### src/rtl/clcf_pkg.sv
// Shared constants for the configuration line comment filter.
package clcf_pkg;

  // Line store depth; the store keeps at most LINE_MAX - 1 text bytes of one line.
  localparam int LINE_MAX     = 64;
  localparam int IDX_W        = $clog2(LINE_MAX);
  localparam int BUFFER_BYTES = 4096;
  localparam int ROOM_W       = 13;
  localparam int OFFSET_W     = 12;
  localparam int OUT_DATA_W   = 40;

  // Register indexes on the configuration port
  localparam logic REG_OUTPUT_ROOM = 1'b0;

  // Input kinds carried in tuser
  localparam logic ACT_TEXT = 1'b0;
  localparam logic ACT_EOF  = 1'b1;

  // Character codes
  localparam logic [7:0] CH_SPACE = 8'h20;
  localparam logic [7:0] CH_TAB   = 8'h09;
  localparam logic [7:0] CH_CR    = 8'h0D;
  localparam logic [7:0] CH_NL    = 8'h0A;
  localparam logic [7:0] CH_SEMI  = 8'h3B;
  localparam logic [7:0] CH_HASH  = 8'h23;

endpackage

### src/rtl/config_line_comment_filter.sv
// Configuration line comment filter: line store, judge and output sequencer.
//
// Channel   Dir  Payload
// s_*       in   tuser: action; tdata: text_byte
// m_*       out  tuser: byte_valid; tdata: out_byte, out_offset, overflow_seen,
//                long_line_seen, bytes_used; tlast: last_of_run
// APB       in   output_room at byte address 0
//
// A text byte is taken and, while the line store has room, written straight into it.
// A kept line drains byte by byte: each byte passes through a synchronous read
// of the line store (ST_READ) and then a load of the output register (ST_LOAD);
// the closing newline then comes from ST_NL. A status transfer comes from ST_STATUS.
// No input is taken while a line drains. Output stalls hold the sequencer.
// Reset is synchronous; the line store needs no clearing pass.
module config_line_comment_filter (
  input  logic                            clk,
  input  logic                            rst,
  // stream input
  input  logic                            s_tvalid,
  output logic                            s_tready,
  input  logic [7:0]                      s_tdata,  // [7:0] text_byte
  input  logic                            s_tuser,  // [0] action
  // stream output
  output logic                            m_tvalid,
  input  logic                            m_tready,
  // [7:0] out_byte, [19:8] out_offset, [20] overflow_seen, [21] long_line_seen,
  // [34:22] bytes_used, [39:35] zero
  output logic [clcf_pkg::OUT_DATA_W-1:0] m_tdata,
  output logic                            m_tuser,  // [0] byte_valid
  output logic                            m_tlast,
  // configuration
  input  logic                            psel,
  input  logic                            penable,
  input  logic                            pwrite,
  input  logic [2:0]                      paddr,
  input  logic [31:0]                     pwdata,
  output logic [31:0]                     prdata,
  output logic                            pready
);

  localparam logic [2:0] ST_IDLE   = 3'd0;
  localparam logic [2:0] ST_READ   = 3'd1;
  localparam logic [2:0] ST_LOAD   = 3'd2;
  localparam logic [2:0] ST_NL     = 3'd3;
  localparam logic [2:0] ST_STATUS = 3'd4;

  localparam int IW = clcf_pkg::IDX_W;
  localparam int RW = clcf_pkg::ROOM_W;

  logic [2:0]    state;
  logic [7:0]    line_store [clcf_pkg::LINE_MAX];
  logic [7:0]    rd_data;
  logic [IW-1:0] line_length;
  logic [IW-1:0] first_pos;
  logic          seen_text;
  logic          first_comment;
  logic [IW-1:0] rd_ptr;
  logic [IW-1:0] last_idx;
  logic          eof_pending;
  logic [RW-1:0] used_count;
  logic          overflow_flag;
  logic          long_flag;
  logic [RW-1:0] output_room;

  logic          in_xfer;
  logic          is_text;
  logic          is_blank;
  logic          store_we;
  logic          keep;
  logic          fit;
  logic [IW-1:0] line_n;
  logic          out_free;
  logic          out_load;
  logic          cfg_write;
  logic [RW-1:0] room_wr;

  // Output register payload
  logic          o_valid_byte;
  logic [7:0]    o_byte;
  logic [clcf_pkg::OFFSET_W-1:0] o_offset;
  logic          o_last;
  logic          o_over;
  logic          o_long;
  logic [RW-1:0] o_used;

  assign s_tready = (state == ST_IDLE);
  assign in_xfer  = s_tvalid && s_tready;
  assign is_text  = (s_tuser == clcf_pkg::ACT_TEXT) && (s_tdata != clcf_pkg::CH_NL);
  assign is_blank = (s_tdata == clcf_pkg::CH_SPACE) || (s_tdata == clcf_pkg::CH_TAB) ||
                    (s_tdata == clcf_pkg::CH_CR);
  assign store_we = in_xfer && is_text && (line_length < IW'(clcf_pkg::LINE_MAX - 1));

  // Judge the line held so far: keep it unless blank or a comment, emit only if it fits
  assign keep   = seen_text && !first_comment;
  assign line_n = line_length - first_pos;
  assign fit    = ({1'b0, used_count} + (RW+1)'(line_n) + (RW+1)'(1)) <= {1'b0, output_room};

  assign out_free = !m_tvalid || m_tready;
  assign out_load = out_free &&
                    ((state == ST_LOAD) || (state == ST_NL) || (state == ST_STATUS));

  // Configuration port: writes land on the access phase, values above the buffer clamp
  assign pready    = 1'b1;
  assign cfg_write = psel && penable && pwrite && pready && (paddr[2] == clcf_pkg::REG_OUTPUT_ROOM);
  assign room_wr   = (pwdata[RW-1:0] > RW'(clcf_pkg::BUFFER_BYTES)) ?
                     RW'(clcf_pkg::BUFFER_BYTES) : pwdata[RW-1:0];
  assign prdata    = {{(32-RW){1'b0}}, output_room};

  // Line store: one write port for incoming text, one registered read port for draining
  always_ff @(posedge clk) begin
    if (store_we) begin
      line_store[line_length] <= s_tdata;
    end
  end

  always_ff @(posedge clk) begin
    if (state == ST_READ) begin
      rd_data <= line_store[rd_ptr];
    end
  end

  // Select what the output register takes this cycle
  always_comb begin
    o_valid_byte = 1'b1;
    o_byte       = rd_data;
    o_offset     = used_count[clcf_pkg::OFFSET_W-1:0];
    o_last       = 1'b0;
    o_over       = overflow_flag;
    o_long       = long_flag;
    o_used       = used_count + RW'(1);
    unique case (state)
      ST_NL: begin
        o_byte = clcf_pkg::CH_NL;
        o_last = 1'b1;
      end
      ST_STATUS: begin
        o_valid_byte = 1'b0;
        o_byte       = 8'd0;
        o_offset     = '0;
        o_last       = 1'b1;
        o_used       = used_count;
      end
      default: begin
      end
    endcase
  end

  always_ff @(posedge clk) begin
    if (out_load) begin
      m_tuser <= o_valid_byte;
      m_tlast <= o_last;
      m_tdata <= {{(clcf_pkg::OUT_DATA_W - 35){1'b0}}, o_used, o_long, o_over, o_offset, o_byte};
    end
  end

  always_ff @(posedge clk) begin
    if (rst) begin
      m_tvalid <= 1'b0;
    end else begin
      m_tvalid <= out_load || (m_tvalid && !m_tready);
    end
  end

  // Main sequencer
  always_ff @(posedge clk) begin
    if (rst) begin
      state         <= ST_IDLE;
      line_length   <= '0;
      first_pos     <= '0;
      seen_text     <= 1'b0;
      first_comment <= 1'b0;
      eof_pending   <= 1'b0;
      used_count    <= '0;
      overflow_flag <= 1'b0;
      long_flag     <= 1'b0;
      output_room   <= RW'(clcf_pkg::BUFFER_BYTES);
    end else begin
      if (cfg_write) begin
        output_room <= room_wr;
      end
      unique case (state)
        ST_IDLE: begin
          if (in_xfer) begin
            if (is_text) begin
              if (store_we) begin
                line_length <= line_length + IW'(1);
                // Remember where text starts and whether it opens a comment
                if (!seen_text && !is_blank) begin
                  seen_text     <= 1'b1;
                  first_pos     <= line_length;
                  first_comment <= (s_tdata == clcf_pkg::CH_SEMI) ||
                                   (s_tdata == clcf_pkg::CH_HASH);
                end
              end else begin
                long_flag <= 1'b1;
              end
            end else begin
              // Newline or end of file: judge, then start the next line afresh
              eof_pending   <= s_tuser;
              line_length   <= '0;
              first_pos     <= '0;
              seen_text     <= 1'b0;
              first_comment <= 1'b0;
              if (keep && fit) begin
                rd_ptr   <= first_pos;
                last_idx <= line_length - IW'(1);
                state    <= ST_READ;
              end else begin
                if (keep) begin
                  overflow_flag <= 1'b1;
                end
                if (s_tuser == clcf_pkg::ACT_EOF) begin
                  state <= ST_STATUS;
                end
              end
            end
          end
        end
        ST_READ: begin
          state <= ST_LOAD;
        end
        ST_LOAD: begin
          if (out_free) begin
            used_count <= used_count + RW'(1);
            if (rd_ptr == last_idx) begin
              state <= ST_NL;
            end else begin
              rd_ptr <= rd_ptr + IW'(1);
              state  <= ST_READ;
            end
          end
        end
        ST_NL: begin
          if (out_free) begin
            state <= ST_IDLE;
            if (eof_pending) begin
              used_count    <= '0;
              overflow_flag <= 1'b0;
              long_flag     <= 1'b0;
            end else begin
              used_count <= used_count + RW'(1);
            end
          end
        end
        ST_STATUS: begin
          if (out_free) begin
            used_count    <= '0;
            overflow_flag <= 1'b0;
            long_flag     <= 1'b0;
            state         <= ST_IDLE;
          end
        end
        default: begin
          state <= ST_IDLE;
        end
      endcase
    end
  end

`ifndef SYNTHESIS
  // Draining never runs past the end of the stored line
  a_ptr_in_line: assert property (@(posedge clk) disable iff (rst)
    (state == ST_READ) |-> (rd_ptr <= last_idx))
    else $error("read pointer past end of line");

  // A status transfer without a byte always closes its run
  a_status_last: assert property (@(posedge clk) disable iff (rst)
    (m_tvalid && !m_tuser) |-> m_tlast)
    else $error("status transfer without tlast");

  // A plain text byte leaves the sequencer idle
  a_text_idle: assert property (@(posedge clk) disable iff (rst)
    (s_tvalid && s_tready && (s_tuser == clcf_pkg::ACT_TEXT) && (s_tdata != clcf_pkg::CH_NL))
    |=> (state == ST_IDLE))
    else $error("text byte started an output run");

  // End of file leaves no used bytes behind once the run is delivered
  a_eof_clears: assert property (@(posedge clk) disable iff (rst)
    (out_load && o_last && eof_pending && (state == ST_NL)) |=> (used_count == '0))
    else $error("used count not cleared at end of file");
`endif

endmodule

### config.mk
export PLATFORM = sky130hd
export DESIGN_NAME = config_line_comment_filter
export DESIGN_NICKNAME = d
export VERILOG_FILES = /design/src/rtl/clcf_pkg.sv /design/src/rtl/config_line_comment_filter.sv
export SDC_FILE = /design/constraint.sdc
export NUM_CORES = 1
export LEC_CHECK = 0
export BUFFER_PORTS_ARGS = -buffer_cell sky130_fd_sc_hd__buf_4
export CAP_MARGIN = 20
export CORE_UTILIZATION = 25
export DETAILED_ROUTE_END_ITERATION = 7
export GPL_ROUTABILITY_DRIVEN = 0
export SLEW_MARGIN = 10
export SYNTH_ARGS = -nofsm -noshare
export SYNTH_HDL_FRONTEND = slang
export SYNTH_SLANG_ARGS = --single-unit
### constraint.sdc
create_clock -name clk -period 5.6 [get_ports clk]
set_clock_uncertainty 0.15 [all_clocks]
set_input_delay 0.84 -clock clk [delete_from_list [all_inputs] [get_ports clk]]
set_output_delay 0.84 -clock clk [all_outputs]
set_load 0.01 [all_outputs]
Yosys cells after proc, flatten, opt, wreduce, memory -nomap -nowiden
Memories as Yosys holds them, arrays and structs flattened. A register that Yosys moved wholly into a read port is not among the register bits.
Cells that the tools add are included.
{ "op_classes": {"n_bitwise": 4, "shift": 0, "reduce_logical": 38, "muxes": 49, "n_addsub": 7, "magnitude_cmp": 3, "n_eq_ne": 27, "n_div": 0, "multipliers": 0} }
{ "op_table": {"columns": ["op", "n"], "rows": [
  ["13-bit 2-to-1 mux", 6],
  ["6-bit 2-to-1 mux", 10],
  ["13-bit case mux with 3 select lines", 1],
  ["8-bit by 6-bit equality test with 1-bit output, second input constant", 3],
  ["1-bit 2-to-1 mux", 20],
  ["3-bit 2-to-1 mux", 6],
  ["2-bit inequality test, second input constant", 9],
  ["8-bit by 4-bit equality test with 1-bit output, second input constant", 2],
  ["8-bit case mux with 2 select lines", 1],
  ["13-bit by 6-bit adder with 14-bit output", 1],
  ["14-bit by 1-bit adder with 14-bit output, second input constant", 1],
  ["14-bit by 13-bit less-or-equal comparator with 1-bit output", 1],
  ["7-bit AND reduction", 2],
  ["13-bit by 1-bit adder with 13-bit output, second input constant", 1],
  ["13-bit > comparator, second input constant", 1],
  ["6-bit by 1-bit adder with 6-bit output, second input constant", 2],
  ["1-bit logical AND", 12],
  ["2-bit by 1-bit inequality test with 1-bit output, second input constant", 6],
  ["3-bit case mux with 4 select lines", 1],
  ["6-bit case mux with 2 select lines", 1],
  ["5-bit AND reduction", 2],
  ["8-bit by 4-bit inequality test with 1-bit output, second input constant", 1],
  ["4-bit AND reduction", 2],
  ["8-bit AND reduction", 1],
  ["other kinds (18)", 35]
]} }
{ "totals": {"ff_bits": 96, "mem_bits_rw": 512, "in_bits": 51, "output_inout_bits": 77, "latch_bits": 0, "mem_bits_ro": 0, "n_memories": 1} }
{ "mem_list": {"columns": ["name", "words", "word_bits", "rd", "rd_clocked_by_memory_dff", "write_ports", "line_no", "text"], "rows": [
  ["line_store", 64, 8, 1, 1, 1, "config_line_comment_filter.sv:51", "logic [7:0] line_store [clcf_pkg::LINE_MAX];"]
]} }

Depth between registers and ports, before layout
{ "depth": {"depth_word": 9, "depth_mapped": 20, "ltp_nobuf": 20} }

Worst setup path before layout
Ideal clock, no wire load.
{ "synth_timing": {"kind": "reg2reg", "from": "reg line_length[0]", "to": "reg rd_ptr[0] (enable)", "path_buffers": 0, "setup_slack_ps": 604, "period_less_slack_ps": 4996, "required_time_ps": 5083, "setup_time_ps": 367, "arrival_ps": 4479, "stages_incl_launch_ff": 19, "cell_sequence": "dfxtp_1 > inv_1 > ha_1 > fa_1 > xnor2_1 > ha_1 > nor2b_1 > o21ai_0 > a21boi_0 > o21ai_0 > a21oi_1 > xor2_1 > ha_1 > a21oi_1 > nand2_1 > a2111oi_0 > o32ai_1 > or4b_1 > o22ai_1"} }
{ "synth_between": {"elab_chain_cells": 7} }
{ "synth_lines": {"columns": ["element", "line_no", "text"], "rows": [
  ["from (decl)", "config_line_comment_filter.sv:53", "logic [IW-1:0] line_length;"],
  ["from (signal assigned)", "config_line_comment_filter.sv:186", "line_length <= line_length + IW'(1);"],
  ["6-bit subtractor", "config_line_comment_filter.sv:95", "assign line_n = line_length - first_pos;"],
  ["13-bit by 6-bit adder with 14-bit output", "config_line_comment_filter.sv:96", "assign fit = ({1'b0, used_count} + (RW+1)'(line_n) + (RW+1)'(1)) <= {1'b0, output_room};"],
  ["14-bit by 1-bit adder with 14-bit output", "config_line_comment_filter.sv:96", null],
  ["14-bit by 13-bit less-or-equal comparator with 1-bit output", "config_line_comment_filter.sv:96", null],
  ["1-bit logical AND", "config_line_comment_filter.sv:204", "if (keep && fit) begin"],
  ["2-bit by 1-bit inequality test with 1-bit output (no source line)", null, null],
  ["7-bit AND reduction (no source line)", null, null],
  ["to (signal assigned)", "config_line_comment_filter.sv:205", "rd_ptr <= first_pos;"],
  ["to (signal assigned)", "config_line_comment_filter.sv:228", "rd_ptr <= rd_ptr + IW'(1);"],
  ["to (decl)", "config_line_comment_filter.sv:57", "logic [IW-1:0] rd_ptr;"]
]} }
No other way between the ends.
A chain may end at the register's enable or synchronous reset.

Final worst setup path
{ "layout_timing": {"from": "reg line_length[0]", "to": "reg rd_ptr[4] (enable)"} }
Same word-level chain as after synthesis.

==> flow_summary.json <==
{
  "timing_worst_slew_pin_value_ps": 1020,
  "internal_power_w": 0.00742,
  "post_synth_fa_ha_maj_area_fraction_pct": 1.54,
  "layout_min_cycle_time_ps": 5060,
  "clock_tree.buffer_depth": 3,
  "portBuffers": 81,
  "clock.fmax_mhz": 198,
  "finalMaxSlewViolations": 0,
  "netlist_instances": 1488,
  "timing.reg2reg.setup_slack_ps": 540,
  "power.total_w": 0.00943,
  "critical_path_startpoint_category": "flop",
  "cp_num_buf_inv": 2,
  "total_routing_usage_reported_by_global_routing_pct": 11.5,
  "yosysWarnings": 0,
  "complex_gate_fraction_of_the_synthesized_area_pct": 5.43,
  "synthFlopType": "edfxtp_1",
  "vias_in_the_first_global_route": 13700,
  "synth.yosys.seq_area_share_pct": 71.3,
  "die-area_um2": 102000,
  "cellLeakagePower_nw": 9.40,
  "synth_area_um2": 25300,
  "power-per-cell-area_nw_per_um2": 320,
  "clockPowerShare_pct": 43.3,
  "power.ir.vdd_worst_mv": 0.235,
  "die_height_um": 320,
  "placed_cell_area_um2": 27400,
  "worstPathCellList": "inv_1 > ha_1 > fa_1 > xnor2_1 > ha_1 > nor2b_1 > o21ai_0 > a21boi_0 > o21ai_1 > a21oi_1 > xor2_1 > ha_1 > a21oi_1 > nand2_1 > a2111oi_0 > o32ai_1 > or4b_1 > o22ai_1 > buf_4",
  "switching_power_w": 0.00200,
  "first_pass_iters": 6,
  "p_sw_share_pct": 21.3,
  "grt_antenna_before_repair": 2,
  "yosysTopAreaCell": "edfxtp_1",
  "final_net_count": 1670,
  "fin_tns_setup_ps": 0,
  "die-width_um": 320,
  "crit_family": "compound AO/OA/AOI/OAI gates",
  "post_synthesis_async_set_or_reset_flop_share_pct": 0,
  "worstSetupEndpointType": "flop",
  "core_area_um2": 100000,
  "vias": 13600,
  "start_util_pct": 25.2,
  "number_of_antenna_diodes": 0,
  "fin_worst_hold_slack_ps": 321,
  "hold_class": "reg -> reg",
  "synth_enable_flop_cells": 569,
  "drt_first_iter_violations": 1189,
  "grt_pass1_wl_mm": 88.7,
  "synth_xor_xnor_area_share_pct": 1.52,
  "post-route-cell-area_um2": 29400,
  "vias_per_cell": 4.63,
  "cts_buffers": 66,
  "cts_hold_buffers": 0,
  "grt.overflow.total": 0,
  "cts_htree_levels": 3,
  "route.detailed.wl_per_inst_um": 20.2,
  "floorplan.io_pins": 128,
  "netlist_top_cells_area": "edfxtp_1 68%, mux4_2 11%, dfxtp_1 3.7%",
  "post-cts-setup-buffer-count": 0,
  "crit_path_top_delay_cell": "or4b_1",
  "main_combinational_cell_family_by_area_after_synthesis": "multiplexers",
  "cp_data_required_time_ps": 5760,
  "hpwl_mm": 37.5,
  "flow.area_growth_from_synthesis_pct": 16.5,
  "hold_violations": 0,
  "critical-path-max-stage-delay_ps": 570,
  "finalSetupViolations": 0,
  "max_slew_margin_pct": 32.3,
  "drc": 0,
  "synthSimpleGateAreaFrac_pct": 6.01,
  "power.combinational.fraction_pct": 3.1,
  "pin_count_of_the_biggest_net_entering_global_routing": 90,
  "crit_top_cell": "ha_1",
  "post_cts_resize_count": 0,
  "timing.final.crit_share_pct": 90.4,
  "cp.arrival_ps": 5220,
  "count_of_distinct_cell_types_in_the_synthesized_netlist": 60,
  "post_route_cells_drive_above_1_share_pct": 21.7,
  "clk_root_buffer_cell": "clkbuf_16",
  "clk_latency_ps": 610,
  "yosys-mux-area-fraction_pct": 11.4,
  "antenna_violating_nets_post_route": 0,
  "cts.reportedPaths.clkPinSlew_ps": 60,
  "drt_wl_total_mm": 59.3,
  "outcome": "completed",
  "power.share.sequential_pct": 53.6,
  "synthDominantCellAreaShare_pct": 67.6,
  "ys_seq_elements": 616,
  "cts_tree": "done",
  "postSynthAreaPerCell_um2": 17.0,
  "crit_path_max_fanout": 6,
  "max_cap_viols": 0,
  "rsz0062_at_grt": "no",
  "clock-sinks": 616,
  "rows": 116,
  "timing.setup.critical_path_class": "reg -> reg"
}
## flip-flops by register name, indices dropped and copies added (netlist names), 3 cells and up
signal and count:
first_pos 6, last_idx 6, line_length 6, line_store 512, m_tdata 35, output_room 13, rd_data 8, rd_ptr 6
state 3, used_count 13
## tightest hold or removal path: stages, from the launching register on
cell and delay (ps):
dfxtp_1 310, nand3_1 60, a21oi_1 60
## per-layer routing
| metal | vias up | routed length, um | track usage [%] |
|---|---|---|---|
| met5 | - | 24 | 0 |
| met4 | 4 | 1570 | 4.08 |
| met3 | 94 | 3910 | 2.42 |
| met2 | 446 | 28000 | 18.3 |
| met1 | 7021 | 25800 | 15.4 |
| li1 | 6037 | - | - |
## through the flow
stage | cells | setup slack (ps) | utilization (%)
final | 2940 | 539 | 29.4
after detailed placement | 2819 | 408 | 27.4
after global placement | 2819 | 404 | 27.4
after CTS | 2940 | 377 | 29.4
after floorplan | 1511 | 604 | -
after global routing | 2940 | 58.5 | 29.4
## synthesized netlist by cell type, drive strengths merged, types with 3 or more instances
cell / instances
dfxtp: 47
nand3: 22
or3: 7
a221oi: 17
a311oi: 3
buf: 58
and2: 22
o22ai: 3
xnor2: 27
nand3b: 3
nor2: 133
inv: 35
o221ai: 8
nand2: 71
nor3b: 8
nor4: 7
a21oi: 46
xor2: 17
edfxtp: 569
mux4: 128
clkbuf: 53
a22o: 16
ha: 28
a21boi: 3
nand2b: 6
nor2b: 9
a22oi: 50
o21ai: 24
nor3: 13
a21o: 4
a211oi: 6
nand4: 8
a31oi: 6
and3: 5
## area by class of cell
class	instances	area [um2]
well taps	1298	1620
inverters	35	131
multi-input cells	749	6670
flip-flops and latches	616	18000
fillers	9757	70700
clock inverters	37	299
repair buffers	121	946
clock buffers	84	1740
## final timing paths
path	start	endpoint	cells after the start
worst max register to register	line_length[0]	rd_ptr[4]	19
worst min-delay path	first_pos[2]	first_pos[2]	2
worst max-delay path	line_length[0]	rd_ptr[4]	19
worst min register to register	first_pos[2]	first_pos[2]	2
## cells by family after synthesis
family / after synthesis
AO/OA/AOI/OAI: 198
XOR/XNOR: 44
adder cells (fa/ha/maj): 30
buffers and inverters: 146
flip-flops: 616
multiplexers: 129
other: 2
AND/OR/NAND/NOR: 323
## layout by cell type, fill, tap and decap left out, drive strengths merged, types with 9 or more instances in the layout
cell type | Yosys | routed
buf | 58 | 121
mux4 | 128 | 128
a21oi | 46 | 46
conb | 2 | 25
a221oi | 17 | 17
dfxtp | 47 | 47
nand3 | 22 | 22
nor2 | 133 | 133
inv | 35 | 38
nor2b | 9 | 9
nand2 | 71 | 71
edfxtp | 569 | 569
a22oi | 50 | 50
xor2 | 17 | 17
xnor2 | 27 | 27
ha | 28 | 28
clkinv | 0 | 31
clkbuf | 53 | 84
a22o | 16 | 16
nor3 | 13 | 13
and2 | 22 | 22
o21ai | 24 | 24
## power groups by stage
stage          clock network, W  registers [W]  logic [W]
2_1_floorplan                 0        0.00516   0.000141
3_5_place_dp                  0        0.00515   0.000296
3_3_place_gp                  0        0.00515   0.000286
4_1_cts                 0.00418        0.00506   0.000296
5_1_grt                 0.00436        0.00506   0.000319
6_report                0.00408        0.00506   0.000292
Power figures use the tool's default switching activity.
